===== config.mk =====
export PLATFORM = sky130hd
export DESIGN_NAME = abd_queue
export DESIGN_NICKNAME = d
export VERILOG_FILES = /design/src/design/abd_pkg.sv /design/src/design/abd_queue.sv
export SDC_FILE = /design/constraint.sdc
export NUM_CORES = 1
export LEC_CHECK = 0
export BUFFER_PORTS_ARGS = -buffer_cell sky130_fd_sc_hd__buf_4
export CORE_UTILIZATION = 40
export DETAILED_ROUTE_END_ITERATION = 6
export PLACE_DENSITY = 0.66
export SYNTH_ARGS = -nofsm -noshare
export SYNTH_HDL_FRONTEND = slang
export SYNTH_SLANG_ARGS = --single-unit

===== constraint.sdc =====
create_clock -name clk_i -period 9.2 [get_ports clk_i]
set_clock_uncertainty 0.05 [all_clocks]
set_input_delay 0.92 -clock clk_i [delete_from_list [all_inputs] [get_ports clk_i]]
set_output_delay 0.92 -clock clk_i [all_outputs]
set_load 0.005 [all_outputs]

===== src/design/abd_pkg.sv =====
package abd_pkg;

  localparam int unsigned LogitW = 16;
  localparam int unsigned CellW  = 7;
  localparam int unsigned LvlW   = 2;
  localparam int unsigned ConfW  = 16;
  localparam int unsigned CoordW = 16;

  localparam logic [ConfW-1:0] ConfThreshReset = 16'd16384;

  typedef struct packed {
    logic signed [LogitW-1:0] tx_logit;
    logic signed [LogitW-1:0] ty_logit;
    logic signed [LogitW-1:0] tw_logit;
    logic signed [LogitW-1:0] th_logit;
    logic signed [LogitW-1:0] obj_logit;
    logic signed [LogitW-1:0] fire_logit;
    logic signed [LogitW-1:0] like_logit;
    logic [CellW-1:0]         cell_col;
    logic [CellW-1:0]         cell_row;
    logic [LvlW-1:0]          scale_level;
    logic [LvlW-1:0]          anchor_slot;
  } cell_t;

  typedef struct packed {
    logic signed [CoordW-1:0] box_left;
    logic signed [CoordW-1:0] box_right;
    logic signed [CoordW-1:0] box_top;
    logic signed [CoordW-1:0] box_bottom;
    logic [ConfW-1:0]         box_score;
  } box_t;

  // classified work item passed from front to back
  typedef struct packed {
    logic [16:0]     sx;
    logic [16:0]     sy;
    logic [16:0]     sw;
    logic [16:0]     sh;
    logic [16:0]     obj;
    logic [16:0]     fire;
    logic [CellW-1:0] col;
    logic [CellW-1:0] row;
    logic [LvlW-1:0]  lvl;
    logic [8:0]       anc_w;
    logic [8:0]       anc_h;
  } work_t;

  function automatic logic [16:0] sig_tab(input logic [5:0] k);
    logic [16:0] v;
    case (k)
      6'd0: v = 17'd32768;   6'd1: v = 17'd36843;   6'd2: v = 17'd40793;
      6'd3: v = 17'd44510;   6'd4: v = 17'd47910;   6'd5: v = 17'd50941;
      6'd6: v = 17'd53581;   6'd7: v = 17'd55833;   6'd8: v = 17'd57724;
      6'd9: v = 17'd59287;   6'd10: v = 17'd60565;  6'd11: v = 17'd61597;
      6'd12: v = 17'd62427;  6'd13: v = 17'd63090;  6'd14: v = 17'd63615;
      6'd15: v = 17'd64030;  6'd16: v = 17'd64357;  6'd17: v = 17'd64614;
      6'd18: v = 17'd64816;  6'd19: v = 17'd64974;  6'd20: v = 17'd65097;
      6'd21: v = 17'd65194;  6'd22: v = 17'd65269;  6'd23: v = 17'd65328;
      6'd24: v = 17'd65374;  6'd25: v = 17'd65410;  6'd26: v = 17'd65437;
      6'd27: v = 17'd65459;  6'd28: v = 17'd65476;  6'd29: v = 17'd65489;
      6'd30: v = 17'd65500;  6'd31: v = 17'd65508;  default: v = 17'd65514;
    endcase
    return v;
  endfunction

  // sigmoid of a Q8.8 logit, Q0.16 result (17 bits wide)
  function automatic logic [16:0] sigmoid_q16(input logic signed [LogitW-1:0] x);
    logic [16:0] a;
    logic [16:0] t0;
    logic [16:0] t1;
    logic [23:0] p;
    logic [16:0] s;
    a  = x[15] ? 17'(-$signed({x[15], x})) : {1'b0, x};
    t0 = sig_tab({1'b0, a[10:6]});
    t1 = sig_tab({1'b0, a[10:6]} + 6'd1);
    p  = 24'(t1 - t0) * {18'd0, a[5:0]} + 24'd32;
    s  = (a >= 17'd2048) ? sig_tab(6'd32) : t0 + 17'(p[23:6]);
    return x[15] ? 17'(17'd65536 - s) : s;
  endfunction

  function automatic logic [17:0] anchor_tab(input logic [1:0] lvl,
                                             input logic [2:0] idx);
    logic [17:0] v;
    case ({lvl, idx})
      5'b00_000: v = {9'd10, 9'd13};
      5'b00_001: v = {9'd16, 9'd30};
      5'b00_010: v = {9'd33, 9'd23};
      5'b01_000: v = {9'd30, 9'd61};
      5'b01_001: v = {9'd62, 9'd45};
      5'b01_010: v = {9'd59, 9'd119};
      5'b10_000: v = {9'd116, 9'd90};
      5'b10_001: v = {9'd156, 9'd198};
      5'b10_010: v = {9'd373, 9'd326};
      default:   v = '0;
    endcase
    return v;
  endfunction

endpackage


===== src/design/abd_queue.sv =====
module abd_queue (
  input  logic           clk_i,
  input  logic           rst_ni,
  input  logic           push_i,
  input  abd_pkg::work_t data_i,
  output logic           full_o,
  output logic           valid_o,
  output abd_pkg::work_t data_o,
  input  logic           pop_i
);
  import abd_pkg::*;

  work_t      mem_q [2];
  logic       wp_q, rp_q;
  logic [1:0] cnt_q;

  assign full_o  = cnt_q == 2'd2;
  assign valid_o = cnt_q != 2'd0;
  assign data_o  = mem_q[rp_q];

  always_ff @(posedge clk_i) begin
    if (push_i) begin
      mem_q[wp_q] <= data_i;
    end
  end

  always_ff @(posedge clk_i or negedge rst_ni) begin
    if (!rst_ni) begin
      wp_q  <= 1'b0;
      rp_q  <= 1'b0;
      cnt_q <= 2'd0;
    end else begin
      if (push_i) wp_q <= !wp_q;
      if (pop_i) rp_q <= !rp_q;
      cnt_q <= cnt_q + {1'b0, push_i} - {1'b0, pop_i};
    end
  end
endmodule


# ---- Word-level counts from Yosys, hierarchy flattened
# Memories as Yosys holds them, arrays and structs flattened.
# Index checks and enable logic that the tools add are counted.
dict set report op_classes {
  n_eq_ne 1
  mux 2
  addsub 2
  n_reduce_logical 3
}
# operator n
set op_table {}
lappend op_table {{2-bit by 1-bit adder with 2-bit output} 1}
lappend op_table {{2-bit == test (second input constant)} 1}
lappend op_table {{1-bit zero test} 2}
lappend op_table {{1-bit 2-to-1 mux} 2}
lappend op_table {{2-bit nonzero test} 1}
lappend op_table {{2-bit by 1-bit subtractor with 2-bit output} 1}
dict set report totals {
  ram_bits 272
  wordCells 12
  n_memories 1
  inputBits 140
  out_inout_bits 138
  register_bits 4
}
# name words word_bits read_ports rd_ports_with_merged_regs wr line_no
set mem_list {}
lappend mem_list {mem_q 2 136 1 0 1 abd_queue.sv:13} ;# work_t mem_q [2];

# ---- Depth between registers and ports, before layout
dict set report logic_depth {
  depth_word 2
  ltp_mapped 5
  ltp_nobuf 5
}

# ---- Least setup slack after synthesis
# Ideal clock, no wire load.
dict set report synth_timing {
  path_kind {in2reg}
  start {input push_i}
  end {memory mem_q[0][0] in the netlist's numbering (enable)}
  setup_time_ns 0.649
  setup_slack_ns 1.691
  path_buffers 0
  arrival_time_ns 6.810
  t_required_ns 8.501
  path_stages 1
  cell_sequence {nor2b_1}
}
dict set report synth_between {
  elab_chain_cells 2
}
# item line_no
set synth_rtl {}
lappend synth_rtl {{start, declared} abd_queue.sv:4} ;# input logic push_i,
lappend synth_rtl {{1-bit 2-to-1 mux} abd_queue.sv:22} ;# if (push_i) begin
lappend synth_rtl {{1-bit 2-to-1 mux (implied by the code)} abd_queue.sv:23} ;# mem_q[wp_q] <= data_i;
lappend synth_rtl {{end, declared} abd_queue.sv:13}
# Every way passes these cells.

==> reports/qor.csv <==
metric,value,unit
FMAX,250,MHz
nets,876,
Mapped Cells,438,
P&R area growth vs syn,31.8,%
Compound-Gate Fraction of Synth Area,0,%
core box area,0.0245,sq mm
Die Span Y,161,um
number of setup violations in the final report,0,
sequential cell area,0.00827,sq mm
CTS max path bufs,3,
Final GP Congestion,0.759,
largest net degree at the start of global routing,83,
RSZ-0062 raised after global routing,no,
number of global-route vias before repair,5506,
number of routed nets with antenna violations,0,
Period minus WS final,3.99,ns
slew margin rel.,27.6,%
WL final,19500,um
final worst-path cycle share,43.4,%
# resized after CTS,0,
Multi-input gate area,0.00163,sq mm
buffers added on ports,277,
Max-Cap Viols,0,
post-CTS setup buffers,0,
initial antenna violation count,0,
gr ovfl total,0,
hold buffers post-CTS,0,
Synth Net Count,580,
Clock transition at path regs,0.06,ns
ratio of cells with drive above 1 in the final layout,60.4,%
critical path class,reg -> out,
mux share of post-synthesis cell area,15.2,%
critical path arrival,3.02,ns
global-route wire length before repair,29800,um
biggest area consumer among synthesized cells,edfxtp_1,
Rows,57,
Synth area leaders,"edfxtp_1 (81%), mux2_2 (15%), clkbuf_8 (1.4%)",
static leakage,4.97,nW
Max H-tree Level,1,
drt drc,0,
number of vias per cell,4.67,
# clock sinks,276,
crit end category,output port,
Pre-Repair DR Iteration Count,6,
main combinational cell family by area after synthesis,multiplexers,
PD cells,295,mW/mm^2
"Seq/Total Area, Yosys",81.9,%
Syn. warnings,0,
root buffer cell,clkbuf_16,
peak supply drop,257,uV
dpl hpwl,12700,um
outcome,"complete, no violations",
GRT Util Overall,14.7,%
Slew Limit Fails,0,
Startpoint Class,flip-flop,
total number of vias,5043,
setup TNS,0,ns
routed length per instance,18.1,um
TritonCTS Buffers,28,
Final Hold Vio Count,0,
area of the mapped netlist,0.0101,sq mm
Avg Inst Size Synth,23.0,sq um
DRT iter0 DRCs,254,
Yosys top cell area share,80.9,%
die area,0.0259,sq mm
Cell variety after synth,12,
Worst Hold Class,in -> async,
die width,161,um
FILL cells,1970,
I/O pin total,278,
initial core utilization,41.1,%
CP max FO,82,
simple-gate share of the synthesized area,0.248,%
CTS tree,done,
#FFs+latches synth,276,
setup ws final,5.21,ns
Antenna Cells,0,
Place WS,5.64,ns
CP required,8.23,ns
Worst-Margin Slew,1.09,ns
xor/xnor cell area share of the yosys netlist,0.409,%
Skew-Pair Late Insertion Delay,0.51,ns
Post-Synth Adder-Cell Area,0.248,%
==> Yosys cell counts (all sizes together) <==
| library cell | number |
|---|---|
| and2 | 1 |
| xor2 | 2 |
| clkbuf | 10 |
| edfxtp | 272 |
| xor3 | 1 |
| mux2 | 136 |
| inv | 2 |
| ha | 2 |
| nor2b | 2 |
| dfrtp | 4 |
| or2 | 1 |
| buf | 5 |
==> registers in the layout (all words and copies together) (netlist names) <==
| name | cells |
|---|---|
| wp_q | 1 |
| cnt_q | 2 |
| mem_q | 272 |
| rp_q | 1 |
==> layer usage <==
layer / vias up / share of wire (%) / track usage [%]
met4: 0 / 2.3 / 4.03
met1: 2485 / 39 / 17.3
met2: 187 / 51 / 25.8
met3: 30 / 8.4 / 4.96
met5: - / 0 / 0
li1: 2341 / - / -
==> worst paths after layout <==
path / endpoint / slack (ns) / from / cells after the start
max: data_o[129] / 5.21 / rp_q / 3
min: rp_q / 0.13 / rst_ni / 1
max reg2reg: mem_q[1][93] / 6.63 / wp_q / 2
min reg2reg: wp_q / 0.50 / wp_q / 1
max in group asynchronous: rp_q / 8.86 / rst_ni / 1
min in group clk_i: wp_q / 0.50 / wp_q / 1
==> power by group <==
group	leakage (nW)	internal [W]	switching [W]
combinational	1.95	0.000624	0.000458
clock	0.424	0.000629	0.000437
sequential	2.60	0.00167	0.000102
total	4.97	0.00293	0.000996
==> metrics by stage <==
stage / util, % / std cells / area [sq um] / power, W / hold WS, ns
after floorplan: - / 438 / 10100 / 0.00241 / 0.405
after global placement: 50.7 / 1028 / 12400 / 0.00287 / 0.483
after detailed placement: 50.7 / 1028 / 12400 / 0.00291 / 0.499
after CTS: 54.2 / 1079 / 13300 / 0.00398 / 0.105
after global routing: 54.2 / 1079 / 13300 / 0.00410 / 0.108
final: 54.2 / 1079 / 13300 / 0.00392 / 0.131
==> area by class of cell <==
cell class | count | share of cell area [%]
timing repair buffer | 281 | 15.9
clock inverter | 15 | 0.885
tap | 324 | 3.05
multi-input combinational | 145 | 12.3
clock buffer | 36 | 5.66
inverter | 2 | 0.0565
sequential | 276 | 62.2
==> worst max-delay path, cell delays in order, from the launching register on <==
cell     delay, ns
dfrtp_4       0.90
buf_4         0.91
mux2_2        0.46
buf_4         0.15
==> layout by cell type, fill, tap and decap left out, types with 2 or more instances in the layout <==
master	Yosys	routed
buf_4	0	281
bufinv_16	0	2
clkbuf_1	0	7
clkbuf_16	0	29
clkinv_1	0	9
clkinv_2	0	3
dfrtp_1	4	3
edfxtp_1	272	272
ha_1	2	2
inv_1	2	2
mux2_2	136	136
xor2_1	2	2
==> logic make-up after synthesis <==
group,Yosys count
DFF,276
xor gates and xnor gates,3
and+or+nand+nor,4
adders and majority gates,2
muxes,136
buffers and inverters,17
Power figures use the tool's default switching activity.
