### src/design/abd_pkg.sv
package abd_pkg;

  localparam int unsigned LogitW = 16;
  localparam int unsigned CellW  = 7;
  localparam int unsigned LvlW   = 2;
  localparam int unsigned ConfW  = 16;
  localparam int unsigned CoordW = 16;

  localparam logic [ConfW-1:0] ConfThreshReset = 16'd16384;

  typedef struct packed {
    logic signed [LogitW-1:0] tx_logit;
    logic signed [LogitW-1:0] ty_logit;
    logic signed [LogitW-1:0] tw_logit;
    logic signed [LogitW-1:0] th_logit;
    logic signed [LogitW-1:0] obj_logit;
    logic signed [LogitW-1:0] fire_logit;
    logic signed [LogitW-1:0] like_logit;
    logic [CellW-1:0]         cell_col;
    logic [CellW-1:0]         cell_row;
    logic [LvlW-1:0]          scale_level;
    logic [LvlW-1:0]          anchor_slot;
  } cell_t;

  typedef struct packed {
    logic signed [CoordW-1:0] box_left;
    logic signed [CoordW-1:0] box_right;
    logic signed [CoordW-1:0] box_top;
    logic signed [CoordW-1:0] box_bottom;
    logic [ConfW-1:0]         box_score;
  } box_t;

  // classified work item passed from front to back
  typedef struct packed {
    logic [16:0]     sx;
    logic [16:0]     sy;
    logic [16:0]     sw;
    logic [16:0]     sh;
    logic [16:0]     obj;
    logic [16:0]     fire;
    logic [CellW-1:0] col;
    logic [CellW-1:0] row;
    logic [LvlW-1:0]  lvl;
    logic [8:0]       anc_w;
    logic [8:0]       anc_h;
  } work_t;

  function automatic logic [16:0] sig_tab(input logic [5:0] k);
    logic [16:0] v;
    case (k)
      6'd0: v = 17'd32768;   6'd1: v = 17'd36843;   6'd2: v = 17'd40793;
      6'd3: v = 17'd44510;   6'd4: v = 17'd47910;   6'd5: v = 17'd50941;
      6'd6: v = 17'd53581;   6'd7: v = 17'd55833;   6'd8: v = 17'd57724;
      6'd9: v = 17'd59287;   6'd10: v = 17'd60565;  6'd11: v = 17'd61597;
      6'd12: v = 17'd62427;  6'd13: v = 17'd63090;  6'd14: v = 17'd63615;
      6'd15: v = 17'd64030;  6'd16: v = 17'd64357;  6'd17: v = 17'd64614;
      6'd18: v = 17'd64816;  6'd19: v = 17'd64974;  6'd20: v = 17'd65097;
      6'd21: v = 17'd65194;  6'd22: v = 17'd65269;  6'd23: v = 17'd65328;
      6'd24: v = 17'd65374;  6'd25: v = 17'd65410;  6'd26: v = 17'd65437;
      6'd27: v = 17'd65459;  6'd28: v = 17'd65476;  6'd29: v = 17'd65489;
      6'd30: v = 17'd65500;  6'd31: v = 17'd65508;  default: v = 17'd65514;
    endcase
    return v;
  endfunction

  // sigmoid of a Q8.8 logit, Q0.16 result (17 bits wide)
  function automatic logic [16:0] sigmoid_q16(input logic signed [LogitW-1:0] x);
    logic [16:0] a;
    logic [16:0] t0;
    logic [16:0] t1;
    logic [23:0] p;
    logic [16:0] s;
    a  = x[15] ? 17'(-$signed({x[15], x})) : {1'b0, x};
    t0 = sig_tab({1'b0, a[10:6]});
    t1 = sig_tab({1'b0, a[10:6]} + 6'd1);
    p  = 24'(t1 - t0) * {18'd0, a[5:0]} + 24'd32;
    s  = (a >= 17'd2048) ? sig_tab(6'd32) : t0 + 17'(p[23:6]);
    return x[15] ? 17'(17'd65536 - s) : s;
  endfunction

  function automatic logic [17:0] anchor_tab(input logic [1:0] lvl,
                                             input logic [2:0] idx);
    logic [17:0] v;
    case ({lvl, idx})
      5'b00_000: v = {9'd10, 9'd13};
      5'b00_001: v = {9'd16, 9'd30};
      5'b00_010: v = {9'd33, 9'd23};
      5'b01_000: v = {9'd30, 9'd61};
      5'b01_001: v = {9'd62, 9'd45};
      5'b01_010: v = {9'd59, 9'd119};
      5'b10_000: v = {9'd116, 9'd90};
      5'b10_001: v = {9'd156, 9'd198};
      5'b10_010: v = {9'd373, 9'd326};
      default:   v = '0;
    endcase
    return v;
  endfunction

endpackage

### src/design/abd_if.sv
interface abd_if #(
  parameter type T = logic
);
  logic valid;
  logic ready;
  T     data;
  modport source (output valid, output data, input ready);
  modport sink   (input valid, input data, output ready);
endinterface

### src/design/abd_back.sv
module abd_back (
  input  logic           clk_i,
  input  logic           rst_ni,
  input  logic           valid_i,
  input  abd_pkg::work_t work_i,
  output logic           pop_o,
  abd_if.source          box_if
);
  import abd_pkg::*;

  // stage 1 registers: centres in 2^-16 px (signed), squared size terms
  logic        v1_q;
  logic signed [31:0] cx_q, cy_q;
  logic [35:0] w2_q, h2_q;
  logic [8:0]  aw_q, ah_q;
  logic [31:0] sc_q;
  // stage 2 result register
  logic        v2_q;
  box_t        box_q;

  logic adv2, adv1;
  assign adv2  = !v2_q || box_if.ready;
  assign adv1  = !v1_q || adv2;
  assign pop_o = valid_i && adv1;

  logic [5:0]  stride;
  logic [23:0] ux, uy;
  logic [17:0] tw, th;
  always_comb begin
    stride = 6'd8 << work_i.lvl;
    ux = {6'd0, work_i.sx, 1'b0} + {1'b0, work_i.col, 16'd0};
    uy = {6'd0, work_i.sy, 1'b0} + {1'b0, work_i.row, 16'd0};
    tw = {work_i.sw, 1'b0};
    th = {work_i.sh, 1'b0};
  end

  always_ff @(posedge clk_i) begin
    if (adv1) begin
      cx_q <= $signed({2'b0, 30'(ux) * 30'(stride)}) - $signed({11'd0, stride, 15'd0});
      cy_q <= $signed({2'b0, 30'(uy) * 30'(stride)}) - $signed({11'd0, stride, 15'd0});
      w2_q <= 36'(tw) * 36'(tw);
      h2_q <= 36'(th) * 36'(th);
      aw_q <= work_i.anc_w;
      ah_q <= work_i.anc_h;
      sc_q <= 32'(work_i.obj) * 32'(work_i.fire) + 32'd32768;
    end
  end

  // edges in 2^-33 px: c*2^17 -/+ w ; round at bit 29
  function automatic logic signed [15:0] edge_q4(input logic signed [50:0] v);
    logic signed [50:0] r;
    logic signed [21:0] q;
    r = v + 51'sd268435456;
    q = r[50:29];
    if (q > 22'sd32767) return 16'sd32767;
    if (q < -22'sd32768) return -16'sd32768;
    return q[15:0];
  endfunction

  logic signed [50:0] cxs, cys, ws, hs;
  always_comb begin
    cxs = {{2{cx_q[31]}}, cx_q, 17'd0};
    cys = {{2{cy_q[31]}}, cy_q, 17'd0};
    ws  = $signed({6'd0, 45'(w2_q) * 45'(aw_q)});
    hs  = $signed({6'd0, 45'(h2_q) * 45'(ah_q)});
  end

  always_ff @(posedge clk_i) begin
    if (adv2 && v1_q) begin
      box_q.box_left   <= edge_q4(cxs - ws);
      box_q.box_right  <= edge_q4(cxs + ws);
      box_q.box_top    <= edge_q4(cys - hs);
      box_q.box_bottom <= edge_q4(cys + hs);
      box_q.box_score  <= sc_q[31:16];
    end
  end

  always_ff @(posedge clk_i or negedge rst_ni) begin
    if (!rst_ni) begin
      v1_q <= 1'b0;
      v2_q <= 1'b0;
    end else begin
      if (adv1) v1_q <= valid_i;
      if (adv2) v2_q <= v1_q;
    end
  end

  assign box_if.valid = v2_q;
  assign box_if.data  = box_q;
endmodule

### src/flat_wrapper.sv
// flat-port wrapper written by rule: the top's interface ports become plain ports
module abd_back_flat import abd_pkg::*;
  (clk_i, rst_ni, valid_i, work_i, pop_o, box_if_valid, box_if_data, box_if_ready);
  abd_if box_if_i ();
  input  logic clk_i;
  input  logic rst_ni;
  input  logic valid_i;
  input  abd_pkg::work_t work_i;
  output logic pop_o;
  output wire logic [$bits(box_if_i.valid)-1:0] box_if_valid;
  output wire logic [$bits(box_if_i.data)-1:0] box_if_data;
  input wire logic [$bits(box_if_i.ready)-1:0] box_if_ready;
  assign box_if_valid = box_if_i.valid;
  assign box_if_data = box_if_i.data;
  assign box_if_i.ready = box_if_ready;
  abd_back u_core (.clk_i(clk_i), .rst_ni(rst_ni), .valid_i(valid_i), .work_i(work_i), .pop_o(pop_o), .box_if(box_if_i));
endmodule
### config.mk
export PLATFORM = sky130hd
export DESIGN_NAME = abd_back_flat
export DESIGN_NICKNAME = d
export VERILOG_FILES = /design/src/design/abd_pkg.sv /design/src/design/abd_if.sv /design/src/design/abd_back.sv /design/src/flat_wrapper.sv
export SDC_FILE = /design/constraint.sdc
export NUM_CORES = 1
export LEC_CHECK = 0
export BUFFER_PORTS_ARGS = -buffer_cell sky130_fd_sc_hd__buf_2
export CAP_MARGIN = 20
export CORE_ASPECT_RATIO = 1.2
export CORE_MARGIN = 2
export CORE_UTILIZATION = 48
export DETAILED_ROUTE_END_ITERATION = 16
export PLACE_DENSITY = 0.74
export REMOVE_ABC_BUFFERS = 1
export SLEW_MARGIN = 20
export SYNTH_ARGS = -nofsm -noshare
export SYNTH_HDL_FRONTEND = slang
export SYNTH_SLANG_ARGS = --single-unit
### constraint.sdc
create_clock -name clk_i -period 1.2 [get_ports clk_i]
set_clock_uncertainty 0.1 [all_clocks]
set_input_delay 0.24 -clock clk_i [delete_from_list [all_inputs] [get_ports clk_i]]
set_output_delay 0.24 -clock clk_i [all_outputs]
set_load 0.1 [all_outputs]
==> Word level (Yosys, flattened, before mapping) <==
Index checks and enable logic that the tools add are counted.
{ "word_totals": {"ff_bits": 20, "in_bits": 140, "output_inout_bits": 3, "elab_cells": 12} }
{ "classes": {"n_addsub": 1, "n_mul": 1, "n_reduce_logical": 6} }
{ "ops": {"columns": ["cell", "n"], "rows": [
  ["$add 17x16->17 const B", 1],
  ["$mul 17x17->17", 1],
  ["$logic_and 1x1->1", 2],
  ["$logic_not 1->1", 2],
  ["$logic_or 1x1->1", 2]
]} }

==> Logic depth before layout (Yosys ltp) <==
{ "logic_depth": {"depth_word": 4, "depth_mapped": 19, "ltp_nobuf": 18} }

==> Least setup slack after synthesis <==
OpenSTA, ideal clock, no wires.
{ "synth_timing": {"path_kind": "input to register", "startpoint": "in work_i[36] in the netlist's numbering", "endpoint": "reg u_core.sc_q[16] (data pin)", "setup_time_ps": 268, "arrival_ps": 4825, "required_time_ps": 832, "setup_slack_ps": -3992, "cell_stages": 18, "n_path_buf": 1, "path_cell_list": "clkbuf_1 -> and2_1 -> fa_1 -> inv_1 -> fa_1 -> inv_1 -> fa_1 -> fa_1 -> fa_1 -> inv_1 -> fa_1 -> inv_1 -> ha_1 -> a21o_1 -> a21o_1 -> a21oi_1 -> o21ai_0 -> xnor3_1"} }
{ "synth_via": {"elab_chain_cells": 2} }
{ "synth_lines": {"columns": ["item", "line_no", "text"], "rows": [
  ["start: declaration", "flat_wrapper.sv:8", "input abd_pkg::work_t work_i;"],
  ["$mul 17x17->17", "abd_back.sv:45", "sc_q <= 32'(work_i.obj) * 32'(work_i.fire) + 32'd32768;"],
  ["$add 17x16->17", "abd_back.sv:45", null],
  ["end signal: assignment", "abd_back.sv:45", null],
  ["end: declaration", "abd_back.sv:16", "logic [31:0] sc_q;"]
]} }
No other way between the ends.
A chain may end at the register's enable or synchronous reset.

==> Worst setup path in the final report <==
{ "layout_timing": {"startpoint": "in work_i[41] in the netlist's numbering", "endpoint": "reg u_core.sc_q[16] (data pin)"} }
The elaborated chain is that of the path after synthesis.

==> summary.md <==
| Metric | Value |
|---|---|
| Die height | `112 um` |
| Commonest cells after routing, fill and taps aside | `154 x inv_1, 89 x fa_1, 82 x and2_1, 57 x ha_1, 56 x nand2_1` |
| DIE WIDTH | `93.6 um` |
| Fillers | `799` |
| Critical path class | `in -> reg` |
| Share of cells above drive strength 1 | `20.1%` |
| Initial Utilization | `between 40% and 50%` |
| Vias per cell | `approximately 4.9` |
| TritonCTS buffer count | `3` |
| Diode count | `0` |
| Mapped Cells | `527` |
| Routed wire length | `around 11000 um` |
| CTS tree | `built` |
| Violated checks | `setup timing` |
| Setup ws final | `-3.63 ns` |
| Total gr overflow | `0` |
| Sequential-to-total area share from yosys stat | `2.38%` |
| Syn. warnings | `0` |
| Top cell type's share of synthesized area | `40.3%` |
| Synth-to-layout area growth | `21.2%` |
| Post-DP HPWL | `about 10000 um` |
| Worst-path clk slew | `approximately 0.04 ns` |
| Via count | `3548` |
| Longest Clk Path Bufs | `2` |
| GRT Total Usage | `a little under a quarter` |
| Maximum VDD drop | `0.00230 V` |
| Commonest non-fill, non-tap cell in the layout | `inv_1` |
| GP Congestion | `0.857` |
| Hold slack final | `0.135 ns` |
| Required @ worst endpoint | `1.07 ns` |
| Synth area leader | `fa_1` |
| Post-layout util | `a little under 60%` |
| Critical path arrival | `4.71 ns` |
| Slew headroom | `76.1%` |
| Clock Sinks | `4` |
| Port Buffers | `40` |
| Outcome | `finished, violations left` |
| Cell Rows | `39` |
| DR iter-0 viols | `147` |
| #FFs+latches synth | `4` |
| DRC violation count after routing | `0` |
| Power Dens Cells | `1710 mW/mm^2` |
| Top cells by area, synth | `fa_1 40%, ha_1 16%, inv_1 13%` |
| RSZ-0062 raised after global routing | `yes` |
| Max cap viols | `0` |
| Final Hold Fails | `0` |
| Hold Path Class | `in -> reg` |
| Fin nets | `902` |
| Pin count of the biggest net entering global routing | `12` |
| Mapped cell area | `about 0.0046 sq mm` |
| Cell variety after synth | `25` |
| # IOs | `143` |
| Max Transition Viols Final | `0` |
| Skew-Pair Late Insertion Delay | `0.22 ns` |
| Period utilization | `403%` |
| # H-tree levels | `1` |
| Lkg Pwr | `0.00306 uW` |
| First-pass GRT wire length | `19400 um` |
| Wire per inst | `15.7 um` |
| # setup viols final | `3` |
| Worst-margin pin slew | `0.359 ns` |
| Min Tclk post-route | `4.83 ns` |
| Fmax | `0.207 GHz` |
| Syn_area_per_cell | `8.78 sq um` |
| Worst-path fanout max | `3` |
| Root Buffer | `clkbuf_16` |
| Core area | `0.00947 sq mm` |
| Crit end category | `flip-flop` |
| Initial antenna violation count | `0` |
| DRT antenna net count | `0` |
| Number of global-route vias before repair | `between 4000 and 5000` |
| Drt pass-1 iters | `4` |
| CP startpoint kind | `input pin` |
| Die ar. | `roughly 0.010 sq mm` |
path summary, 6_finish.rpt:
path,start,endpoint,slack (ns),cells past startpoint
max reg2reg,u_core.box_if.valid,u_core.box_if.data,0.10,3
min,valid_i,u_core.v1_q,0.14,2
max in group asynchronous,rst_ni,u_core.v1_q,0.67,2
min in group asynchronous,rst_ni,u_core.box_if.valid,0.24,2
min reg2reg,u_core.sc_q[16],u_core.box_if.data,0.36,0
max,work_i[41],u_core.sc_q[16],-3.63,17
cell type report:
type	count	area (sq um)	area share, %
tap	123	154	2.74
inverter	158	593	10.6
timing repair buffer	91	722	12.9
clock buffer	4	78.8	1.41
multi-input combinational	351	3950	70.4
sequential	4	110	1.96
logic make-up (layout without fill, tap and decap cells):
family,count (synthesis),after routing,share of synthesized area (%)
DFF,4,4,2.38
xor gates and xnor gates,29,29,7.01
adders and majority gates,153,153,56.5
AOI/OAI and AO/OA,9,9,1.35
and+or+nand+nor,160,160,18.8
buffers and inverters,172,253,14.0
worst max-delay path: stages:
cell and delay [ns]:
buf_12 0.11, buf_6 0.11, and2_4 0.15, fa_1 0.53, inv_1 0.05, fa_1 0.52
inv_2 0.05, fa_2 0.47, fa_1 0.45, inv_2 0.07, fa_1 0.43, fa_2 0.37
xnor2_2 0.15, xnor2_1 0.20, xnor2_1 0.16, xnor3_1 0.29, xnor3_1 0.35
synthesized netlist by cell type:
library cell	count
o221ai_1	1
and3_1	1
a21o_1	4
edfxtp_1	2
and2_2	2
nand4_1	2
and2_1	92
nand4b_1	1
a221oi_1	1
xnor2_2	2
xnor2_1	16
inv_1	158
o21ai_0	1
xor2_1	7
nand2_1	56
a21oi_1	2
xnor3_1	4
fa_1	93
nand3b_1	1
nand2_2	1
nand2b_1	3
ha_1	60
clkbuf_1	14
and4_1	1
dfrtp_1	2
flip-flops by register name, indices dropped and copies added (netlist names):
name	flops
u_core.box_if.data	1
u_core.box_if.valid	1
u_core.sc_q	1
u_core.v1_q	1
routing by layer:
metal  vias to the layer above  wire length, um  GRT usage [%]
met5                         -                0              0
met4                         0              487           8.12
met3                        33              370           2.50
met2                        89             5990           43.2
met1                      1760             4620           29.1
li1                       1666                -              -
stage by stage:
stage                     TNS (ns)  setup slack [ns]  cells  power [uW]  area [sq um]
after global routing         -4.10             -3.76    731       10700          5610
final                        -3.89             -3.63    731        9570          5610
after floorplan              -5.89             -3.84    513        6060          4570
after detailed placement     -4.24             -4.22    721        8280          5310
after CTS                    -3.92             -3.69    731        9180          5580
after global placement       -4.13             -4.13    721        7730          5310
what timing repair did:
action / 4_1_cts / 5_1_grt
buffers inserted: 5 / 1
setup endpoints to repair: 3 / 3
gates cloned: 0 / 0
hold endpoints to repair: 2 / 0
pin swaps: 24 / 15
gates resized for setup: 43 / 11
hold buffers: 1 / 0
report_power, final:
part / switching, uW / internal (uW)
clock: 116 / 441
combinational: 4340 / 4350
sequential: 21.3 / 296
No activity file was read; power rests on OpenSTA's default activity.
